$ cat config.mk
export PLATFORM = sky130hd
export DESIGN_NAME = bitmap_block_allocator
export DESIGN_NICKNAME = d
export VERILOG_FILES = /design/src/rtl/core/bba_pkg.sv /design/src/rtl/core/bitmap_block_allocator.sv /design/src/rtl/core/bba_ctrl.sv /design/src/rtl/core/bba_datapath.sv
export SDC_FILE = /design/constraint.sdc
export NUM_CORES = 2
export LEC_CHECK = 0
export BUFFER_PORTS_ARGS = -buffer_cell sky130_fd_sc_hd__clkbuf_2
export CORE_MARGIN = 8
export CORE_UTILIZATION = 40
export DETAILED_ROUTE_END_ITERATION = 8
export SYNTH_ARGS = -nofsm -noshare
export SYNTH_HDL_FRONTEND = slang
export SYNTH_SLANG_ARGS = --single-unit
$ cat constraint.sdc
create_clock -name clk -period 9.9 [get_ports clk]
set_input_delay 0.495 -clock clk [delete_from_list [all_inputs] [get_ports clk]]
set_output_delay 0.495 -clock clk [all_outputs]
set_load 0.05 [all_outputs]
$ cat src/rtl/core/bba_pkg.sv
// Types and constants shared by the bitmap block allocator modules.
package bba_pkg;

  localparam int WORD_BITS = 32;
  localparam int WORD_SH   = 5;
  localparam int IDX_W     = 10;
  localparam int CNT_W     = 11;
  localparam int OP_W      = 3;
  localparam logic [CNT_W-1:0] SIZE_RESET = 11'd1024;

  typedef enum logic [OP_W-1:0] {
    OP_READ  = 3'd0,
    OP_WRITE = 3'd1,
    OP_RANGE = 3'd2,
    OP_FIND  = 3'd3,
    OP_COUNT = 3'd4
  } bba_op_t;

  typedef enum logic [2:0] {
    ST_IDLE,
    ST_CLEAR,
    ST_PREP,
    ST_SCAN,
    ST_RESULT
  } bba_state_t;

  typedef struct packed {
    logic clear_word;
    logic capture;
    logic prep;
    logic step;
    logic finish;
  } bba_cmd_t;

  typedef struct packed {
    logic clear_done;
    logic skip;
    logic last;
  } bba_sts_t;

endpackage

$ cat src/rtl/core/bitmap_block_allocator.sv
// Top level of the bitmap block allocator: controller and datapath.
//
//   Channel   Handshake            Payload
//   command   start / busy         operation, first_index, last_index, bit_value, run_length
//   result    done (strobe)        bit_read, index_valid, run_found, run_start,
//                                  free_bits, used_count
//   config    cfg_valid/cfg_ready  cfg_data (bits_in_use)
//
// The bitmap is held as words of 32 bits in a single memory with one write and one
// registered read port; every operation walks the words it touches one per cycle.
// A command transaction visits the words it needs: single-bit reads and writes visit one,
// searches and counts the words up to the active size, range writes the words in the
// clipped range, and operations with nothing to do visit none.
// A search stops at the word where the first run completes.
// The result shows on done for one cycle, and the next command may be taken in that cycle.
// After reset a clearing pass writes every word to free with busy held high;
// configuration writes are taken throughout.
// Results cannot be stalled by the receiver, so nothing waits on the result side.
module bitmap_block_allocator #(
  parameter int NBITS = 1024
) (
  input  logic                      clk,
  input  logic                      rst,
  input  logic                      start,
  output logic                      busy,
  input  logic [bba_pkg::OP_W-1:0]  operation,
  input  logic [bba_pkg::IDX_W-1:0] first_index,
  input  logic [bba_pkg::IDX_W-1:0] last_index,
  input  logic                      bit_value,
  input  logic [bba_pkg::CNT_W-1:0] run_length,
  output logic                      done,
  output logic                      bit_read,
  output logic                      index_valid,
  output logic                      run_found,
  output logic [bba_pkg::IDX_W-1:0] run_start,
  output logic [bba_pkg::CNT_W-1:0] free_bits,
  output logic [bba_pkg::CNT_W-1:0] used_count,
  input  logic                      cfg_valid,
  output logic                      cfg_ready,
  input  logic [bba_pkg::CNT_W-1:0] cfg_data
);

  bba_pkg::bba_cmd_t cmd;
  bba_pkg::bba_sts_t sts;

  // The size register may be written at any time the block is idle.
  assign cfg_ready = 1'b1;

  bba_ctrl u_ctrl (
    .clk   (clk),
    .rst   (rst),
    .start (start),
    .sts   (sts),
    .cmd   (cmd),
    .busy  (busy),
    .done  (done)
  );

  bba_datapath #(
    .NBITS (NBITS)
  ) u_dp (
    .clk         (clk),
    .rst         (rst),
    .cfg_wr      (cfg_valid & cfg_ready),
    .cfg_data    (cfg_data),
    .operation   (operation),
    .first_index (first_index),
    .last_index  (last_index),
    .bit_value   (bit_value),
    .run_length  (run_length),
    .cmd         (cmd),
    .sts         (sts),
    .bit_read    (bit_read),
    .index_valid (index_valid),
    .run_found   (run_found),
    .run_start   (run_start),
    .free_bits   (free_bits),
    .used_count  (used_count)
  );

endmodule

$ cat src/rtl/core/bba_ctrl.sv
// Controller state machine of the bitmap block allocator.
module bba_ctrl (
  input  logic              clk,
  input  logic              rst,
  input  logic              start,
  input  bba_pkg::bba_sts_t sts,
  output bba_pkg::bba_cmd_t cmd,
  output logic              busy,
  output logic              done
);

  bba_pkg::bba_state_t state;
  bba_pkg::bba_state_t state_next;

  always_ff @(posedge clk) begin
    if (rst) begin
      state <= bba_pkg::ST_CLEAR;
    end else begin
      state <= state_next;
    end
  end

  always_comb begin
    state_next = state;
    cmd        = '0;
    busy       = 1'b1;
    done       = 1'b0;
    case (state)
      bba_pkg::ST_IDLE: begin
        busy = 1'b0;
        if (start) begin
          cmd.capture = 1'b1;
          state_next  = bba_pkg::ST_PREP;
        end
      end
      bba_pkg::ST_CLEAR: begin
        cmd.clear_word = 1'b1;
        if (sts.clear_done) begin
          state_next = bba_pkg::ST_IDLE;
        end
      end
      bba_pkg::ST_PREP: begin
        cmd.prep = 1'b1;
        if (sts.skip) begin
          cmd.finish = 1'b1;
          state_next = bba_pkg::ST_RESULT;
        end else begin
          state_next = bba_pkg::ST_SCAN;
        end
      end
      bba_pkg::ST_SCAN: begin
        cmd.step = 1'b1;
        if (sts.last) begin
          cmd.finish = 1'b1;
          state_next = bba_pkg::ST_RESULT;
        end
      end
      bba_pkg::ST_RESULT: begin
        busy = 1'b0;
        done = 1'b1;
        if (start) begin
          cmd.capture = 1'b1;
          state_next  = bba_pkg::ST_PREP;
        end else begin
          state_next = bba_pkg::ST_IDLE;
        end
      end
      default: begin
        state_next = bba_pkg::ST_IDLE;
      end
    endcase
  end

endmodule

$ cat src/rtl/core/bba_datapath.sv
// Datapath of the bitmap block allocator: word memory, scan logic and result registers.
module bba_datapath #(
  parameter int NBITS = 1024
) (
  input  logic                         clk,
  input  logic                         rst,
  input  logic                         cfg_wr,
  input  logic [bba_pkg::CNT_W-1:0]    cfg_data,
  input  logic [bba_pkg::OP_W-1:0]     operation,
  input  logic [bba_pkg::IDX_W-1:0]    first_index,
  input  logic [bba_pkg::IDX_W-1:0]    last_index,
  input  logic                         bit_value,
  input  logic [bba_pkg::CNT_W-1:0]    run_length,
  input  bba_pkg::bba_cmd_t            cmd,
  output bba_pkg::bba_sts_t            sts,
  output logic                         bit_read,
  output logic                         index_valid,
  output logic                         run_found,
  output logic [bba_pkg::IDX_W-1:0]    run_start,
  output logic [bba_pkg::CNT_W-1:0]    free_bits,
  output logic [bba_pkg::CNT_W-1:0]    used_count
);

  localparam int WB     = bba_pkg::WORD_BITS;
  localparam int SH     = bba_pkg::WORD_SH;
  localparam int NWORDS = (NBITS + WB - 1) / WB;
  localparam int AW     = (NWORDS > 1) ? $clog2(NWORDS) : 1;
  localparam int CW     = (AW + SH + 1 > 12) ? AW + SH + 1 : 12;
  localparam int PW     = $clog2(WB + 1);
  localparam logic [CW-1:0] ONE_C  = 1;
  localparam logic [AW-1:0] LAST_W = AW'(NWORDS - 1);

  // Operand and configuration registers.
  logic [bba_pkg::OP_W-1:0]  op;
  logic [bba_pkg::IDX_W-1:0] first;
  logic [bba_pkg::IDX_W-1:0] last;
  logic                      val;
  logic [bba_pkg::CNT_W-1:0] want;
  logic [bba_pkg::CNT_W-1:0] bits_in_use;

  // Memory and scan state.
  logic [WB-1:0] mem [NWORDS];
  logic [WB-1:0] q;
  logic [AW-1:0] clr;
  logic [AW-1:0] cur;
  logic [CW-1:0] start_r;
  logic [CW-1:0] used_acc;

  logic [bba_pkg::CNT_W-1:0] size;
  logic [CW-1:0] size_c, first_c, last_c, lo_c, hi_c, hi_end, wlo_c, whi_c, base_c;
  logic [AW-1:0] w_lo, w_hi, rd_addr;
  logic          skip, is_write;

  logic [WB-1:0]            inact, wmask, fbits, hit;
  logic [5:0][WB-1:0]       lv;
  logic [5:0][WB-1:0][SH-1:0] lp;
  logic [WB-1:0][CW-1:0]    st;
  logic [CW-1:0]            len, g, hit_start, used_tot;
  logic [PW-1:0]            pop;
  logic                     any_hit;

  logic                      bit_read_next, index_valid_next, run_found_next;
  logic [bba_pkg::IDX_W-1:0] run_start_next;
  logic [bba_pkg::CNT_W-1:0] free_next, used_next;

  // Active size is the size register clamped to the memory size.
  always_comb begin
    if ({21'b0, bits_in_use} > 32'(NBITS)) begin
      size = bba_pkg::CNT_W'(NBITS);
    end else begin
      size = bits_in_use;
    end
  end

  assign size_c  = CW'(size);
  assign first_c = CW'(first);
  assign last_c  = CW'(last);
  assign base_c  = CW'({cur, {SH{1'b0}}});

  always_comb begin
    skip   = 1'b1;
    lo_c   = first_c;
    hi_c   = first_c;
    hi_end = '0;
    wlo_c  = '0;
    whi_c  = '0;
    case (op)
      bba_pkg::OP_READ, bba_pkg::OP_WRITE: begin
        skip  = !(first_c < size_c);
        wlo_c = first_c >> SH;
        whi_c = first_c >> SH;
      end
      bba_pkg::OP_RANGE: begin
        hi_end = (last_c < size_c) ? last_c : size_c - ONE_C;
        hi_c   = last_c;
        skip   = (first_c > last_c) || !(first_c < size_c);
        wlo_c  = first_c >> SH;
        whi_c  = hi_end >> SH;
      end
      bba_pkg::OP_FIND: begin
        skip  = (size == '0) || (want == '0);
        whi_c = (size_c - ONE_C) >> SH;
      end
      bba_pkg::OP_COUNT: begin
        skip  = (size == '0);
        whi_c = (size_c - ONE_C) >> SH;
      end
      default: begin
        skip = 1'b1;
      end
    endcase
    if (skip) begin
      wlo_c = '0;
      whi_c = '0;
    end
  end

  assign w_lo     = AW'(wlo_c);
  assign w_hi     = AW'(whi_c);
  assign is_write = (op == bba_pkg::OP_WRITE) || (op == bba_pkg::OP_RANGE);
  assign rd_addr  = cmd.prep ? w_lo : ((cur == w_hi) ? cur : cur + 1'b1);

  // Per-bit masks of the word being scanned.
  always_comb begin
    for (int j = 0; j < WB; j++) begin
      g        = base_c + CW'(j);
      inact[j] = !(g < size_c);
      wmask[j] = (g >= lo_c) && (g <= hi_c) && !inact[j];
    end
  end

  // Bits past the active size count as used for the search and not at all for the count.
  assign fbits = q | inact;
  assign pop   = PW'($countones(q & ~inact));

  // Prefix scan: position of the highest used bit at or below each bit of the word.
  always_comb begin
    for (int j = 0; j < WB; j++) begin
      lv[0][j] = fbits[j];
      lp[0][j] = SH'(j);
    end
    for (int l = 0; l < SH; l++) begin
      for (int j = 0; j < WB; j++) begin
        if (j >= (1 << l) && !lv[l][j]) begin
          lv[l+1][j] = lv[l][j - (1 << l)];
          lp[l+1][j] = lp[l][j - (1 << l)];
        end else begin
          lv[l+1][j] = lv[l][j];
          lp[l+1][j] = lp[l][j];
        end
      end
    end
  end

  // A free run ending at bit j starts after the last used bit, or where the carried run began.
  always_comb begin
    for (int j = 0; j < WB; j++) begin
      st[j]  = lv[SH][j] ? base_c + CW'(lp[SH][j]) + ONE_C : start_r;
      len    = base_c + CW'(j) + ONE_C - st[j];
      hit[j] = (len >= CW'(want));
    end
  end

  always_comb begin
    hit_start = '0;
    for (int j = WB - 1; j >= 0; j--) begin
      if (hit[j]) begin
        hit_start = st[j];
      end
    end
  end

  assign any_hit  = |hit;
  assign used_tot = used_acc + CW'(pop);

  assign sts.clear_done = (clr == LAST_W);
  assign sts.skip       = skip;
  assign sts.last       = (cur == w_hi) || ((op == bba_pkg::OP_FIND) && any_hit);

  always_comb begin
    bit_read_next    = 1'b0;
    index_valid_next = 1'b0;
    run_found_next   = 1'b0;
    run_start_next   = '0;
    free_next        = '0;
    used_next        = '0;
    if (!skip) begin
      case (op)
        bba_pkg::OP_READ: begin
          bit_read_next    = q[first[SH-1:0]];
          index_valid_next = 1'b1;
        end
        bba_pkg::OP_WRITE: begin
          index_valid_next = 1'b1;
        end
        bba_pkg::OP_FIND: begin
          run_found_next = any_hit;
          run_start_next = any_hit ? hit_start[bba_pkg::IDX_W-1:0] : '0;
        end
        bba_pkg::OP_COUNT: begin
          used_next = bba_pkg::CNT_W'(used_tot);
          free_next = bba_pkg::CNT_W'(size_c - used_tot);
        end
        default: begin
          bit_read_next = 1'b0;
        end
      endcase
    end
  end

  always_ff @(posedge clk) begin
    if (rst) begin
      clr         <= '0;
      bits_in_use <= bba_pkg::SIZE_RESET;
    end else begin
      if (cfg_wr) begin
        bits_in_use <= cfg_data;
      end
      if (cmd.clear_word) begin
        clr <= clr + 1'b1;
      end
    end
  end

  always_ff @(posedge clk) begin
    if (cmd.capture) begin
      op    <= operation;
      first <= first_index;
      last  <= last_index;
      val   <= bit_value;
      want  <= run_length;
    end
    if (cmd.prep) begin
      cur      <= w_lo;
      start_r  <= '0;
      used_acc <= '0;
    end
    if (cmd.step) begin
      cur      <= rd_addr;
      used_acc <= used_tot;
      if (lv[SH][WB-1]) begin
        start_r <= base_c + CW'(lp[SH][WB-1]) + ONE_C;
      end
    end
    if (cmd.finish) begin
      bit_read    <= bit_read_next;
      index_valid <= index_valid_next;
      run_found   <= run_found_next;
      run_start   <= run_start_next;
      free_bits   <= free_next;
      used_count  <= used_next;
    end
  end

  // Word memory: one write and one registered read per cycle.
  always_ff @(posedge clk) begin
    if (cmd.clear_word) begin
      mem[clr] <= '0;
    end else if (cmd.step && is_write) begin
      mem[cur] <= (q & ~wmask) | (val ? wmask : '0);
    end
  end

  always_ff @(posedge clk) begin
    q <= mem[rd_addr];
  end

endmodule

# Word level (Yosys, flattened, before mapping)
# Memories as Yosys holds them, arrays and structs flattened. A register that Yosys moved wholly into a read port is not among the register bits.
# Cells that the tools add are included.
dict set report op_classes {
  n_mux 367
  n_eq_ne 13
  n_addsub 192
  bitwise_logic 10
  n_reduce_logical 119
  n_lt_le_gt_ge 133
}
# cell count
set op_table {}
lappend op_table {{adder 12 x 1 -> 12 bit, second input constant} 62}
lappend op_table {{2-to-1 mux 5 bit} 107}
lappend op_table {{2-to-1 mux 12 bit} 37}
lappend op_table {{greater-or-equal comparator 12 x 11 -> 1 bit} 32}
lappend op_table {{subtractor 12 bit} 31}
lappend op_table {{greater-or-equal comparator 12 x 10 -> 1 bit} 30}
lappend op_table {{less-or-equal comparator 12 bit} 30}
lappend op_table {{adder 10 x 5 -> 11 bit} 31}
lappend op_table {{less-than comparator 11 bit} 31}
lappend op_table {{2-to-1 mux 10 bit} 34}
lappend op_table {{adder 10 x 5 -> 11 bit, second input constant} 16}
lappend op_table {{2-to-1 mux 1 bit} 162}
lappend op_table {{adder 6 bit} 15}
lappend op_table {{adder 10 x 4 -> 11 bit, second input constant} 8}
lappend op_table {{logical AND 1 bit} 66}
lappend op_table {{AND 32 bit} 2}
lappend op_table {{2-to-1 mux 32 bit} 2}
lappend op_table {{NOT 32 bit} 2}
lappend op_table {{OR 32 bit} 2}
lappend op_table {{OR reduction 32 bit} 2}
lappend op_table {{adder 10 x 3 -> 11 bit, second input constant} 4}
lappend op_table {{zero test 1 bit} 33}
lappend op_table {{less-than comparator 10 x 11 -> 1 bit} 3}
lappend op_table {{adder 1 x 1 -> 2 bit} 16}
lappend op_table {{37 further kinds} 76}
dict set report totals {
  memories 1
  ram_bits 1024
  ff_bits 118
  inputBits 50
  wordCells 852
}
# name words width rd rd_clocked_by_memory_dff write_ports line_no
set mem_list {}
lappend mem_list {u_dp.mem 32 32 1 1 1 bba_datapath.sv:42} ;# logic [WB-1:0] mem [NWORDS];

# Logic depth before layout (Yosys ltp)
dict set report logic_depth {
  depth_word 47
  ltp_mapped 47
  depth_no_buf 42
}

# Hierarchy
# A second synthesis with hierarchy kept.
dict set report unflattened {
  cells_unflattened 8412
  hier_area_um2 80542.2
}
# module instances cells_per_inst area_per_inst_um2
set by_module_without_submodules {}
lappend by_module_without_submodules {bba_datapath 1 8390 80364.6}
lappend by_module_without_submodules {bba_ctrl 1 20 166.4}
lappend by_module_without_submodules {bitmap_block_allocator 1 2 11.3}

# Worst setup path before layout
# No wires, ideal clock.
dict set report synth_timing {
  path_type {register -> register}
  start {reg u_dp.cur[0]}
  end {reg u_dp.bit_read, enable pin}
  slack_ps -1073
  stages_incl_launch_ff 41
  arrival_time_ps 10524
  cell_sequence {edfxtp_1 inv_1 clkbuf_1 clkbuf_1 ha_1 clkbuf_1 and3_1 a311o_1 a211oi_1 nand3_1 nor2_1 nand2_1 o221ai_1 inv_1 ha_1 and2_1 a31o_2 nand3_1 [... 5 more ...] nor2b_1 o21ai_0 nor2_1 o21a_1 o21ai_0 nand2b_1 a21oi_1 xnor2_1 ha_1 nand2_1 o221a_2 a31o_2 nor3_1 or4_4 nor4_4 nand3_2 nand2_1 a31oi_1}
}
# item line_no
set synth_lines {}
lappend synth_lines {{start, declared} bba_datapath.sv:45} ;# logic [AW-1:0] cur;
lappend synth_lines {{start signal, assigned} bba_datapath.sv:234} ;# cur <= w_lo;
lappend synth_lines {{start signal, assigned} bba_datapath.sv:239} ;# cur <= rd_addr;
lappend synth_lines {{end signal, assigned} bba_datapath.sv:246} ;# bit_read <= bit_read_next;
lappend synth_lines {{end, declared} bba_datapath.sv:16} ;# output logic bit_read,

# Worst setup path after layout
dict set report layout_timing {
  start {reg u_dp.bits_in_use[10] (netlist bit)}
  end {reg u_dp.run_start[6] (netlist bit) (data pin)}
}
dict set report layout_between {
  elab_chain_cells 47
  elab_cells_between_ends 524
  classes_between {94 x add/sub; 66 x order compare; 324 x mux; 2 x bitwise; 38 x reduce/logical}
}
# item line_no
set layout_lines {}
lappend layout_lines {{start, declared} bba_datapath.sv:39} ;# logic [bba_pkg::CNT_W-1:0] bits_in_use;
lappend layout_lines {{start signal, assigned} bba_datapath.sv:214} ;# bits_in_use <= bba_pkg::SIZE_RESET;
lappend layout_lines {{start signal, assigned} bba_datapath.sv:217} ;# bits_in_use <= cfg_data;
lappend layout_lines {{> comparator 11 bit} bba_datapath.sv:68} ;# if ({21'b0, bits_in_use} > 32'(NBITS)) begin
lappend layout_lines {{2-to-1 mux 11 bit (*)} bba_datapath.sv:68}
lappend layout_lines {{less-than comparator 11 bit} bba_datapath.sv:127} ;# inact[j] = !(g < size_c);
lappend layout_lines {{zero test 1 bit} bba_datapath.sv:127}
lappend layout_lines {{OR 32 bit} bba_datapath.sv:133} ;# assign fbits = q | inact;
lappend layout_lines {{2-to-1 mux 1 bit} bba_datapath.sv:144} ;# if (j >= (1 << l) && !lv[l][j]) begin
lappend layout_lines {{2-to-1 mux 5 bit / 2-to-1 mux 1 bit (equally long branches) (3 in a row)} bba_datapath.sv:144}
lappend layout_lines {{2-to-1 mux 5 bit} bba_datapath.sv:144}
lappend layout_lines {{adder 10 x 5 -> 11 bit} bba_datapath.sv:158} ;# st[j] = lv[SH][j] ? base_c + CW'(lp[SH][j]) + ONE_C : start_r;
lappend layout_lines {{adder 12 x 1 -> 12 bit} bba_datapath.sv:158}
lappend layout_lines {{2-to-1 mux 12 bit} bba_datapath.sv:158}
lappend layout_lines {{subtractor 12 bit} bba_datapath.sv:159} ;# len = base_c + CW'(j) + ONE_C - st[j];
lappend layout_lines {{greater-or-equal comparator 12 x 11 -> 1 bit} bba_datapath.sv:160} ;# hit[j] = (len >= CW'(want));
lappend layout_lines {{2-to-1 mux 10 bit (32 in a row)} bba_datapath.sv:167} ;# if (hit[j]) begin
lappend layout_lines {{end signal, assigned} bba_datapath.sv:249} ;# run_start <= run_start_next;
lappend layout_lines {{end, declared} bba_datapath.sv:19} ;# output logic [bba_pkg::IDX_W-1:0] run_start,
# Mark *: on every way between the ends. The rest lies on a longest branch, timed or not.
# A chain may end at the register's enable or synchronous reset.

==> results.toml <==
[detailed_routing]
wl_per_cell_um = 33.56
antenna_left = 0
drc = 0
wirelength_mm = 384.4
drt_pass1_iterations = 8
viasPerCell = 6.296
drt_iter0_markers = 7625
dr_total_vias = 72120

[floorplanning]
chipWidth_um = 464.1
start_util_pct = 40.23
rows = 164
fp.dieH_um = 464.1
die-area_um2 = 215400
ios = 88
fp.coreArea_um2 = 199700

[global_route]
grt_start_max_net_pins = 98
grt_util_all_layers_pct = 34.00
grt_pass1_wl_mm = 533.3
grt_pass1_vias = 69870
overflow = 0
grt_antenna_before_repair = 10

[yosys]
ys_async_sr_fraction_pct = 0
synth_fp_nets = 8979
synth_area_um2 = 80320
synth_most_common_cell = "nand2_1"
yosysSeqAreaShare_pct = 43.07
synth_area_leaders = "edfxtp_1 42%, ha_1 10%, nand2_1 5.6%, a21oi_1 3.3%, mux2i_1 3.1%"
synth_edf_count = 1110
synthFlopType = "edfxtp_1"
synth_common_cells = "1206 x nand2_1, 1110 x edfxtp_1, 670 x ha_1, 560 x nor2_1, 533 x a21oi_1"
syn-mean-instance-area_um2 = 9.760
ys_types = 108
synth_top_area_cell = "edfxtp_1"
syn_inst = 8229
synth_top_area_share_pct = 41.50
synth_seq_cells = 1173
ys_warn_count = 0

[timing]
slew_viol_final = 0
setup_viol = 0
tns_ps = 0
rsz0062_at_grt = "no"
clock_skew_ps = 44.67
hold_viol_final = 0
fmax_ghz = 0.1021
worst_pin_slew_ps = 1342
fin_crit_sh_pct = 98.88
slew_headroom_pct = 10.44
whs_ps = 43.56
fin_crit_ps = 9790

[pwr]
p_sw_mw = 3.931
leakagePower_nw = 35.94
combPwrFrac_pct = 23.1
total_power_mw = 12.93
power_density_nw_per_um2 = 139.9
seqPwrFrac_pct = 42.4
pwr-share-clk_pct = 34.5
irDropWorstVdd_mv = 0.2085
power.internal_mw = 9.001
switching_share_pct = 30.40

[layout]
layout-drive-gt1-share_pct = 13.46
nets = 9440
area_growth_pct = 15.11
nFillCells = 18900
final_util_pct = 46.30

[worst_setup_path]
path_max_fanout = 17
rr_startpoint = "u_dp.bits_in_use[10]"
worst-setup-path-type = "reg2reg"
start_kind = "flip-flop"
r2r_end = "u_dp.run_start[6]"
endpoint_kind = "flip-flop"
slowest_stage = "mux2i_1"
crit_arrival_ps = 10280
reg2regPathDepth = 32
slowest_delay_ps = 1000
crit_required_ps = 10390
cp_common_cell = "buf_4"
r2r_slack_ps = 110

[clock_network]
htree_levels = 3
clk_pin_slew_ps = 60
numCtsBuffers = 118
numClockSinks = 1173
clockRootBuffer = "clkbuf_16"
cts_max_path_buffers = 3
cts_tree = "done"
clock_latency_ps = 780

[place]
numPortBuffers = 86
dp_hpwl_mm = 279.7
gp_congestion = 1.109

[flow_run]
drv_cap = 0

[worst_hold_path]
min_from = "bit_value"
min_path_cells = 1
whs_endpoint = "u_dp.val"
min_path_type = "in2reg"

[run_status]
status = "finished, final reports clean"
layout by cell type, fill, tap and decap left out, types with 221 or more instances in the layout:
cell      count
and3_1      244
edfxtp_1   1110
inv_1       261
mux2i_1     248
nand3_1     225
a21oi_1     527
xnor2_1     221
o21ai_0     357
ha_1        669
nor2_1      493
nand2_1    1202
buf_4       636
sequential cells by signal, indices dropped and copies added (netlist names), 3 cells and up:
| register | cells |
|---|---|
| u_dp.mem | 1024 |
| u_dp.q | 32 |
| u_dp.start_r | 12 |
| u_dp.bits_in_use | 11 |
| u_dp.free_bits | 11 |
| u_dp.used_acc | 11 |
| u_dp.used_count | 11 |
| u_dp.want | 11 |
| u_dp.first | 10 |
| u_dp.last | 10 |
| u_dp.run_start | 10 |
| u_dp.clr | 5 |
| u_dp.cur | 5 |
| u_ctrl.state | 3 |
| u_dp.op | 3 |
critical path: cells and delay by family (launching register included):
family          cells  cell delay, ps
buf+inv             6            1530
mux                 2            1320
fa+ha+maj           3            1050
compound gates     14            3800
flops               1             340
simple gates        6            1140
xor+xnor            1             290
how the worst max path moves through the flow:
stage / start / end / slack, ps / cells after the start
CTS: u_dp.bits_in_use[10] / u_dp.run_start[7] / 4 / 43
detailed placement: u_dp.bits_in_use[10] / u_dp.run_start[6] / -300 / 36
finish: u_dp.bits_in_use[10] / u_dp.run_start[6] / 110 / 32
floorplan: u_dp.cur[0] / u_dp.bit_read / 60 / 40
global route: u_dp.bits_in_use[10] / u_dp.run_start[6] / 6 / 34
global placement: u_dp.bits_in_use[10] / u_dp.run_start[6] / -770 / 36
stage by stage:
stage | setup WS [ps] | instance area, um2 | cells
floorplan | 61.04 | 80330 | 8229
finish | 110.4 | 92450 | 11460
global placement | -767.0 | 88020 | 11180
global route | 5.582 | 92430 | 11450
detailed placement | -304.8 | 88030 | 11180
CTS | 3.736 | 92290 | 11450
power by group through the flow:
stage               clock network (mW)  registers, mW  logic [mW]
finish                            4.46           5.49        2.99
detailed placement                   0           5.59        2.91
floorplan                            0           5.58        1.81
global route                      4.70           5.49        3.18
global placement                     0           5.59        2.91
CTS                               4.52           5.48        2.94
final cells by class:
| cell class | instances | area [um2] | share of cell area (%) |
|---|---|---|---|
| well taps | 2656 | 3323 | 3.595 |
| diodes | 8 | 20.02 | 0.02165 |
| flip-flops and latches | 1173 | 34590 | 37.42 |
| multi-input cells | 6340 | 43710 | 47.29 |
| clock buffers | 145 | 3084 | 3.336 |
| clock inverters | 76 | 730.7 | 0.7904 |
| inverters | 276 | 1036 | 1.121 |
| repair buffers | 781 | 5946 | 6.431 |
cell families after synthesis:
group	synth area share, %
flops	43.07
fa+ha+maj	11.19
other cells	0.004669
xor+xnor	3.424
simple gates	16.81
mux	4.476
buf+inv	3.419
compound gates	17.61
per-layer routing:
layer | global-route usage (%) | vias to the layer above | wire length (um) | part of all wire (%)
met4 | 23.63 | 0 | 33110 | 8.6
met2 | 56.74 | 3452 | 180200 | 47
met5 | 0 | - | 0 | 0
li1 | - | 31800 | - | -
met3 | 5.169 | 1152 | 24910 | 6.5
met1 | 40.23 | 35720 | 146200 | 38
what timing repair did:
item	CTS	global route
gates resized for setup	3	31
hold endpoints to repair	42	0
setup buffers	0	0
pin swaps	0	2
hold buffers	42	0
gates cloned	0	0
endpoints found under the setup margin	1	49
(Power assumes the default switching activity.)
